### src/rtl/core/stbs_pkg.sv
`default_nettype none

package stbs_pkg;

  // Field widths of the item channels and the configuration register.
  localparam int SLOT_W  = 10;
  localparam int VAL_W   = 32;
  localparam int POS_W   = 10;
  localparam int COUNT_W = 11;

  // Operation codes carried in the op field.
  localparam logic OP_WRITE  = 1'b0;
  localparam logic OP_SEARCH = 1'b1;

  // Register index of entry_count (taken from paddr bit 2).
  localparam logic REG_ENTRY_COUNT = 1'b0;

  // One request item: a table write or a search.
  typedef struct packed {
    logic                    op;
    logic [SLOT_W-1:0]       slot;
    logic signed [VAL_W-1:0] value;
  } req_t;

  // One result item of a search.
  typedef struct packed {
    logic             found;
    logic [POS_W-1:0] position;
  } rsp_t;

endpackage

`default_nettype wire

### src/rtl/core/stbs_front.sv
`default_nettype none

module stbs_front
  import stbs_pkg::*;
#(
  parameter int TABLE_DEPTH = 1024
) (
  input  wire logic clk,
  input  wire logic rst,
  input  wire logic req_valid,
  output logic      req_ready,
  input  wire req_t req,
  output logic      q_valid,
  output req_t      q_item,
  input  wire logic q_pop
);

  localparam logic [31:0] DEPTH32 = 32'(TABLE_DEPTH);

  req_t       entries [2];
  logic       wr_ptr;
  logic       rd_ptr;
  logic [1:0] count;
  logic       keep;
  logic       push;
  logic       pop;

  // A write to a slot beyond the table is dropped here and never queued.
  assign keep = (req.op == OP_SEARCH) || (32'(req.slot) < DEPTH32);

  assign req_ready = (count != 2'd2);
  assign push      = req_valid && req_ready && keep;
  assign q_valid   = (count != 2'd0);
  assign pop       = q_pop && q_valid;
  assign q_item    = entries[rd_ptr];

  // Two-entry queue between the accept side and the table engine.
  always_ff @(posedge clk) begin
    if (rst) begin
      wr_ptr <= 1'b0;
      rd_ptr <= 1'b0;
      count  <= 2'd0;
    end else begin
      if (push) begin
        wr_ptr <= ~wr_ptr;
      end
      if (pop) begin
        rd_ptr <= ~rd_ptr;
      end
      if (push && !pop) begin
        count <= count + 2'd1;
      end else if (pop && !push) begin
        count <= count - 2'd1;
      end
    end
  end

  // Queue storage needs no reset.
  always_ff @(posedge clk) begin
    if (push) begin
      entries[wr_ptr] <= req;
    end
  end

`ifndef SYNTHESIS
  a_count_range: assert property (@(posedge clk) disable iff (rst)
    count != 2'd3)
    else $error("queue count out of range");

  a_drop_no_push: assert property (@(posedge clk) disable iff (rst)
    (req_valid && req_ready && !keep && !pop) |=> $stable(count))
    else $error("dropped write changed the queue");
`endif

endmodule

`default_nettype wire

### config.mk
export PLATFORM = sky130hd
export DESIGN_NAME = stbs_front
export DESIGN_NICKNAME = d
export VERILOG_FILES = /design/src/rtl/core/stbs_pkg.sv /design/src/rtl/core/stbs_front.sv
export SDC_FILE = /design/constraint.sdc
export NUM_CORES = 1
export LEC_CHECK = 0
export BUFFER_PORTS_ARGS = -buffer_cell sky130_fd_sc_hd__clkbuf_2
export CORE_MARGIN = 2
export CORE_UTILIZATION = 45
export DETAILED_ROUTE_END_ITERATION = 10
export HOLD_SLACK_MARGIN = 0.06
export PLACE_DENSITY = 0.77
export SLEW_MARGIN = 20
export SYNTH_ARGS = -nofsm -noshare
export SYNTH_HDL_FRONTEND = slang
export SYNTH_SLANG_ARGS = --single-unit
### constraint.sdc
create_clock -name clk -period 2.6 [get_ports clk]
set_clock_uncertainty 0.15 [all_clocks]
set_input_delay 0.65 -clock clk [delete_from_list [all_inputs] [get_ports clk]]
set_output_delay 0.65 -clock clk [all_outputs]
set_load 0.01 [all_outputs]
==> metrics.md, run 1 <==
| Metric | Value |
|---|---|
| Routed Wire Length | 5.37 mm |
| Largest net degree at the start of global routing | 44 |
| Root Buffer | clkbuf_8 |
| Pint | between 0.002 and 0.003 W |
| Fillers | ~590 |
| Max VDD drop | approximately 0.00053 V |
| Mapped Avg Cell Area | roughly 21 um^2 |
| Status | completed |
| DP HPWL | roughly 3.5 mm |
| Crit path capture | q_item[25] |
| Min cycle time layout | 2300 ps |
| Final Slew Violations | 0 |
| Tot GR Track Use | between 10% and 20% |
| Total negative slack | 0 ps |
| CTS Sinks | 91 |
| TritonRoute pass-1 iters | 4 |
| Hold-fix buffers, CTS | 0 |
| Total CTS buffers | 9 |
| Pwr/cell area | 936 nW/um^2 |
| Reg2reg path depth | 5 |
| Die width | 89.9 um |
| Most frequent cells in the layout | clkbuf_2, edfxtp_1, mux2_2 |
| Nets@finish | 307 |
| TritonCTS clock tree | built |
| Flops & latches, synth | 91 |
| Netlist cell types | 18 |
| DR iter-0 viols | 66 |
| Ant diodes | 0 |
| # Max-Cap Violations | 0 |
| Vias in the first global route | 1,857 |
| Gp weighted congestion | 0.712 |
| Setup-failing EPs final | 0 |
| Switching fraction of total power | 26.7% |
| Residual DRC | 0 |
| Global-route wire length before repair | 8.77 mm |
| Post-synthesis cell count | 158 |
| Starting density of the core | 46.0% |
| Antenna violations before repair | 0 |
| Max Fclk | around 430 MHz |
| Crit. End Element | primary output |
| Slew @ Worst Pin | 319 ps |
| Sequential Power Share | between 40 and 50% |
| Top Ports | 92 |
| Cell row count | 31 |
| Total gr overflow | 0 |
| CTS resizes | 0 |
| WP data arrival | ~1500 ps |
| Slew HR | 78.5% |
| R2r setup slk | 790 ps |
| Most common cell after layout, fill and taps aside | clkbuf_2 |
| Die H | 89.9 um |
| Final hold violations | 0 |
| Hold slack | about 340 ps |
| Comb pwr share | approximately 25% |
| Worst setup SP type | flip-flop |
| Worst-skew pair later-pin latency | 340 ps |
| Vias | about 1,700 |
| Mapped cell area | approximately 3300 um^2 |
| Post-CTS setup repair buffer count | 0 |
| Die Footprint | 8090 um^2 |
| Critical R2R Launch | count[0] |
| Tcrit/Tclk final | about nine tenths |
| Clock Power Share | 25.9% |
| Min-delay worst type | input pin to flip-flop |
| ANT nets after route | 0 |
| Wire length per cell | 14.8 um |
| CP max FO | 23 |
| Beginning of the worst hold path | req[13] |
| Synthesized net count | 206 |
| Worst r2r dst | count[1] |
| Fraction of layout cells with a size suffix above 1 | 59.5% |
| Worst EP required | 1800 ps |
| Routed vias/inst | 4.71 |
| Layout Area Growth over Synthesis | 24.7% |
| Psw | 0.00103 W |
| Clock Tree Buf Depth | 2 |
| Count of input and output buffers | 91 |
| H-tree depth | 3 |
| Seq/Total Area, Yosys | 80.8% |
| Std-Cell Core Area | 7210 um^2 |
| Ys Warns | 0 |
| Leak | 1.57 nW |
| RSZ-0062 raised after global routing | no |
| Worst-path clk slew | 90 ps |
| Critical path class | flip-flop to primary output |
-- layer usage --
layer / part of all wire [%] / track usage, %
met5: 0 / 0
met3: 6.5 / 5.45
met2: 50 / 22.5
met4: 0.99 / 5.00
met1: 43 / 17.8
-- cell families after synthesis --
logic type | synth area share (%)
compound gates | 0.904
mux | 14.6
fa+ha+maj | 0.377
buf+inv | 1.09
flops | 80.8
simple gates | 1.51
xor+xnor | 0.791
-- flip-flops by register name, indices dropped and copies added, names as in the netlist, named ones only --
name	flops
wr_ptr	1
entries	86
count	2
rd_ptr	1
-- power by group through the flow --
| stage | Combinational [W] | Sequential, W | Clock, W |
|---|---|---|---|
| after floorplan | 0.000642 | 0.00191 | 0 |
| after global placement | 0.000990 | 0.00191 | 0 |
| after detailed placement | 0.00100 | 0.00192 | 0 |
| after CTS | 0.00101 | 0.00189 | 0.00104 |
| after global routing | 0.00109 | 0.00190 | 0.00110 |
| final | 0.000985 | 0.00189 | 0.00101 |
-- worst min path at each step --
stage | depth (start not counted) | endpoint | slack (ps)
final | 1 | entries[1][13] | 340
after global routing | 1 | entries[1][9] | 320
after CTS | 1 | entries[1][13] | 320
after detailed placement | 2 | rd_ptr | 360
after global placement | 2 | rd_ptr | 340
after floorplan | 2 | count[1] | 320
-- through the flow --
step	worst slack [ps]	cells	total power (W)	cell area, um^2	util, %
final	297	363	0.00388	4140	57.4
after global routing	197	363	0.00409	4140	57.4
after CTS	265	363	0.00394	4140	57.4
after detailed placement	627	347	0.00293	3930	54.4
after global placement	672	347	0.00290	3930	54.4
after floorplan	314	158	0.00255	3320	-
-- synthesized netlist by cell type --
cell,number,area [um^2]
mux2_2,43,484
inv_1,1,3.75
ha_1,1,12.5
buf_4,3,22.5
edfxtp_1,86,2580
and3_1,1,6.26
a21bo_2,1,10.0
dfxtp_1,5,100
nor2_1,3,11.3
nand3b_1,1,7.51
a21oi_1,2,10.0
xor2_1,3,26.3
nand2b_1,1,6.26
or2_2,1,6.26
o21ai_0,2,10.0
and2_1,1,6.26
or3_1,1,6.26
buf_2,2,10.0
-- critical path, stage by stage, from the launching register on --
cell,delay (ps)
dfxtp_2,330
buf_4,300
mux2_2,380
clkbuf_2,130
-- final cells by class --
type / count / area, um^2 / share of cell area (%)
Inverter: 1 / 3.75 / 0.0906
Clock buffer: 9 / 124 / 2.99
Sequential cell: 91 / 2680 / 64.8
Clock inverter: 7 / 92.6 / 2.23
Tap cell: 99 / 124 / 2.99
Timing Repair Buffer: 95 / 510 / 12.3
Multi-Input combinational cell: 61 / 604 / 14.6
(Power assumes the default switching activity.)
==> run 2: changes to the inputs <==
--- a/config.mk
+++ b/config.mk
@@ -5,12 +5,14 @@
 export SDC_FILE = /design/constraint.sdc
 export NUM_CORES = 1
 export LEC_CHECK = 0
+export ABC_AREA = 1
 export BUFFER_PORTS_ARGS = -buffer_cell sky130_fd_sc_hd__clkbuf_2
 export CORE_MARGIN = 2
 export CORE_UTILIZATION = 45
 export DETAILED_ROUTE_END_ITERATION = 10
 export HOLD_SLACK_MARGIN = 0.06
 export PLACE_DENSITY = 0.77
+export SKIP_CTS_REPAIR_TIMING = 1
 export SLEW_MARGIN = 20
 export SYNTH_ARGS = -nofsm -noshare
 export SYNTH_HDL_FRONTEND = slang
==> run 2 against run 1 <==
- via count grew 3.6%
- setup slack worse by 86 ps
- largest cell class unchanged
- critical endpoint is now q_item[40]
- total power shrank 0.56%
- die area increased by 6.5%
- first-iteration DRC count decreased by 1.5%
- non-clock buffer count is 1 higher
- sequential share of layout area down 2.2 points
- flip-flop and latch count is the same
- combinational power grew 8%
- register-to-register slack better by 100 ps
- routed wire length is 0.86% higher
- count of clock-buffer cells in the layout unchanged
==> metrics.md, run 2 <==
| Metric | Value |
|---|---|
| Antenna violations before repair | 0 |
| Routed Wire Length | 5.41 mm |
| Clock Tree Buf Depth | 2 |
| Top_reg_cell synth | edfxtp_1 |
| Starting density of the core | 46.1% |
| Die width | 92.8 um |
| RSZ-0062 raised after global routing | no |
| Layout Area Growth over Synthesis | 20.8% |
| DR iter-0 viols | 65 |
| Post-synth EDFFs | 86 |
| Area of the multi-input gates | 758 um^2 |
| Residual DRC | 0 |
| Synthesized net count | between 200 and 250 |
| Asr flop ratio synth | 0% |
| Setup-failing EPs final | 0 |
| Min cycle time layout | 2390 ps |
| Count of input and output buffers | 91 |
| Die H | a little over 90 um |
| TritonRoute pass-1 iters | 4 |
| Most flops, register | entries |
| Largest net degree at the start of global routing | between 40 and 50 |
| Std-Cell Core Area | 7690 um^2 |
| Fraction of layout cells with a size suffix above 1 | 56.0% |
| Global-route wire length before repair | 8.18 mm |
| Fillers | 627 |
| Netlist cell types | 14 |
| Die Footprint | 8610 um^2 |
| TritonCTS clock tree | built |
| H-tree depth | 3 |
| Biggest regs | entries: 86 flops, count: 2 flops |
| Routed vias/inst | between 4 and 5 |
| WHS Path Cells | 1 |
| Reg2reg path depth | 10 |
| Root Buffer | clkbuf_8 |
| Register area | 2680 um^2 |
| CP max FO | 40 |
| Slew HR | 73.0% |
| Pwr/cell area | about 900 nW/um^2 |
| Seq/Total Area, Yosys | 75.6% |
| Vias | 1,770 |
| Final Slew Violations | 0 |
| WP data arrival | 1590 ps |
| Crit. End Element | primary output |
| Flops & latches, synth | 91 |
| Max reg flops | 86 |
| Synth area leader | edfxtp_1 |
| Hold slack | 338 ps |
| Status | completed |
| Tot GR Track Use | 12.9% |
| Total gr overflow | 0 |
| Most common cell after layout, fill and taps aside | clkbuf_2 |
| Post-synthesis cell count | 171 |
| Worst-path clk slew | roughly 80 ps |
| Top Ports | 92 |
| Max Fclk | 419 MHz |
| Wire length per cell | 14.3 um |
| Nets@finish | 321 |
| CTS Sinks | 91 |
| Tcrit/Tclk final | 91.9% |
| Total Power | slightly below 0.004 W |
| Mapped cell area | 3550 um^2 |
| Slew @ Worst Pin | 406 ps |
| Area contributors post-synth | edfxtp_1, mux2_4, dfxtp_1 |
| Top-count cell post-synth | edfxtp_1 |
| Final hold violations | 0 |
| Gp weighted congestion | around 0.73 |
| Total CTS buffers | 9 |
| Mapped Avg Cell Area | 20.7 um^2 |
| Worst-skew pair later-pin latency | about 340 ps |
| Leak | 1.73 nW |
| Cell row count | 32 |
| Ant diodes | 0 |
| Ys Warns | 0 |
| Min-delay worst type | input pin to flip-flop |
| Max VDD drop | just over 0.0007 V |
| # Max-Cap Violations | 0 |
| Layout Utilization | a little under three fifths |
| Vias in the first global route | approximately 1,700 |
| Top cells by count, synth | edfxtp_1, mux2_4, nand2_1 |
| ANT nets after route | 0 |
| Worst EP required | 1800 ps |
| Yosys top cell area share | 72.8% |
| Critical path class | flip-flop to primary output |
| Most frequent cells in the layout | clkbuf_2, edfxtp_1, mux2_4 |
| Worst setup SP type | flip-flop |
==> run 2: changes by cell type in the layout (fill, tap and decap cells not counted), moves of 2 or more <==
cell | previous run | this run
clkinv_4 | 2 | 0
nor2_1 | 3 | 5
nor2_4 | 0 | 2
inv_1 | 0 | 8
xor2_1 | 3 | 0
mux2_2 | 43 | 3
nand2_1 | 0 | 9
mux2_4 | 0 | 40
nand3_1 | 0 | 2
buf_4 | 2 | 4
==> run 2: final timing paths <==
path	to	start	slack, ps
worst min register to register	flip-flop	rd_ptr	370
worst max-delay path	q_item[40]	flip-flop	210
worst max register to register	count[1]	count[0]	890
worst min-delay path	entries[0][24]	req[24]	340
==> run 2: layout make-up <==
| type | count | area share [%] |
|---|---|---|
| flip-flops and latches | 91 | 62.6 |
| multi-input cells | 67 | 17.7 |
| repair buffers | 96 | 11.8 |
| well taps | 102 | 2.98 |
| clock buffers | 9 | 2.89 |
| clock inverters | 6 | 1.34 |
| inverters | 8 | 0.701 |
==> run 2: metrics by stage <==
step                setup slack [ps]  instances  area, um^2  setup TNS [ps]
detailed placement               579        364        4110               0
global placement                 598        364        4110               0
CTS                              197        379        4290               0
global route                     142        379        4290               0
floorplan                       -544        171        3550          -46780
finish                           212        379        4290               0
==> run 2: per-layer routing <==
metal | wire (um) | track usage [%] | vias to the layer above
li1 | - | - | 849
met1 | 2210 | 14.6 | 859
met2 | 2800 | 22.1 | 53
met3 | 304 | 4.39 | 9
met4 | 95 | 5.51 | 0
met5 | 0 | 0 | -
==> run 2: kinds of logic (layout without fill, tap and decap cells) <==
family | Yosys count | after routing | share of synthesized area, %
flops | 91 | 91 | 75.6
mux | 43 | 43 | 17.9
simple gates | 19 | 19 | 2.15
buf+inv | 13 | 119 | 3.42
compound gates | 4 | 4 | 0.564
fa+ha+maj | 1 | 1 | 0.353
==> run 2: critical path: stages (launching register included) <==
cell      delay (ps)
dfxtp_2          400
buf_12           280
mux2_2           390
clkbuf_2         130
==> run 2: report_power, final <==
| group | total (W) | leakage (nW) | internal, W | switching (W) |
|---|---|---|---|---|
| clock | 0.000877 | 0.0862 | 0.000430 | 0.000447 |
| combinational | 0.00106 | 0.798 | 0.000529 | 0.000531 |
| sequential | 0.00192 | 0.844 | 0.00185 | 0.0000645 |
==> run 3: changes to the inputs <==
--- a/config.mk
+++ b/config.mk
@@ -11,7 +11,7 @@
 export CORE_UTILIZATION = 45
 export DETAILED_ROUTE_END_ITERATION = 10
 export HOLD_SLACK_MARGIN = 0.06
-export PLACE_DENSITY = 0.77
+export PLACE_DENSITY = 0.67
 export SKIP_CTS_REPAIR_TIMING = 1
 export SLEW_MARGIN = 20
 export SYNTH_ARGS = -nofsm -noshare
==> run 3 against run 2 <==
- register-to-register slack worse by 20 ps
- highest routed layer unchanged
- first-iteration DRC count is 28% lower
- hold slack got worse by 10 ps
- cell area rose by 0.26%
- combinational power barely moved
==> metrics.md, run 3 (same netlist as run 2, synthesis figures left out) <==
| Metric | Value |
|---|---|
| Leak | around 1.7 nW |
| Max reg flops | 86 |
| Most common cell after layout, fill and taps aside | clkbuf_2 |
| Total Power | 0.00389 W |
| DP HPWL | 3.85 mm |
| RSZ-0062 raised after global routing | no |
| Count of input and output buffers | 91 |
| Register area | 2680 um^2 |
| Most flops, register | entries |
| Die H | 92.8 um |
| Std-Cell Core Area | 7690 um^2 |
| Total CTS buffers | 9 |
| CP delay by family, top | buffers and inverters |
| Crit. End Element | primary output |
| Worst Setup Slack, final | 248 ps |
| Cell area after layout | 4300 um^2 |
| Area of the multi-input gates | 758 um^2 |
| Max Fclk | 425 MHz |
| Fraction of layout cells with a size suffix above 1 | 56.5% |
| Worst EP required | 1800 ps |
| Vias | 1,800 |
| Most frequent cells in the layout | clkbuf_2, edfxtp_1, mux2_4 |
| Ant diodes | 0 |
| Largest net degree at the start of global routing | 44 |
| Nets@finish | 321 |
| H-tree depth | 3 |
| TritonCTS clock tree | built |
| Sequential Power Share | approximately half |
| Total negative slack | 0 ps |
| Tot GR Track Use | 13.9% |
| Worst setup SP type | flip-flop |
| Clock Power Share | 23.4% |
| Global-route wire length before repair | 8.60 mm |
| CP max stage delay | around 390 ps |
| ANT nets after route | 0 |
| Setup-failing EPs final | 0 |
| Antenna violations before repair | 0 |
| Cell row count | 32 |
| Routed vias/inst | 4.74 |
| Placed instance area | 4110 um^2 |
| Biggest regs | entries: 86 flops, count: 2 flops |
| WP buf/inv | 2 |
| Worst-skew pair later-pin latency | 350 ps |
| # Max-Cap Violations | 0 |
| Status | completed |
| Layout Area Growth over Synthesis | 21.2% |
| DR iter-0 viols | 47 |
| Cells along the critical path | buf_4 -> mux2_4 -> clkbuf_2 |
| Pwr/cell area | slightly above 900 nW/um^2 |
| Total gr overflow | 0 |
| Critical-path top delay cell | buf_4 |
| Switching fraction of total power | 27.6% |
| Gp weighted congestion | just over 0.7 |
| Max VDD drop | approximately 0.00046 V |
| Routed Wire Length | 5.67 mm |
| Tcrit/Tclk final | 90.5% |
| Wire length per cell | 14.9 um |
| Vias in the first global route | 1,810 |
| Die width | 92.8 um |
| Placed cells | 364 |
| Worst-path clk slew | 90 ps |
| CTS Sinks | between 90 and 100 |
| Final Slew Violations | 0 |
| Top Ports | 92 |
| Die Footprint | 8610 um^2 |
| Slew @ Worst Pin | 447 ps |
| WP data arrival | 1550 ps |
| Worst slack at placement | approximately 630 ps |
| Residual DRC | 0 |
| Critical path class | flip-flop to primary output |
| Starting density of the core | 46.1% |
| TritonRoute pass-1 iters | 4 |
| CP max FO | 23 |
| Final hold violations | 0 |
| Fin cells | 380 |
| Comb pwr share | 27.6% |
| Min cycle time layout | ~2400 ps |
| Pint | 0.00282 W |
| Clock Tree Buf Depth | 2 |
| Slew HR | 70.2% |
| Min-delay worst type | input pin to flip-flop |
| Fillers | 651 |
| Root Buffer | clkbuf_8 |
| Psw | 0.00108 W |
## run 3: cell count changes in the layout (fill, tap and decap cells not counted)
cell        previous run  this run
clkinvlp_4             2         1
clkinv_2               1         2
clkinv_1               2         1
clkinv_4               0         2
## run 3: area by class of cell
class,count,area share (%)
flip-flops and latches,91,62.4
multi-input cells,67,17.6
repair buffers,96,11.8
well taps,102,2.97
clock buffers,9,2.88
clock inverters,7,1.60
inverters,8,0.699
## run 3: power groups by stage
stage               logic, W  registers (W)  clock network (W)
floorplan           0.000795        0.00194                  0
global placement     0.00108        0.00194                  0
detailed placement   0.00109        0.00195                  0
CTS                  0.00109        0.00191           0.000943
global route         0.00117        0.00193           0.000994
finish               0.00107        0.00191           0.000911
## run 3: path summary, 6_finish.rpt
kind / from / to / slack [ps] / cells past startpoint
worst max register to register: count[0] / count[1] / 870 / 10
worst max-delay path: flip-flop / q_item[41] / 250 / 3
worst min register to register: rd_ptr / rd_ptr / 390 / 2
worst min-delay path: req[23] / entries[0][23] / 330 / 1
## run 3: per-layer routing
metal	part of all wire [%]	vias to the layer above	track usage, %
met4	2.4	0	8.46
met2	50	62	23.2
met3	7.2	11	4.23
met1	40	877	15.7
li1	-	850	-
met5	0	-	0
## run 3: through the flow
step | hold slack, ps | utilization (%)
5_1_grt | 308 | 55.9
6_report | 328 | 55.9
3_3_place_gp | 334 | 53.4
4_1_cts | 309 | 55.9
3_5_place_dp | 361 | 53.4
2_1_floorplan | 315 | -
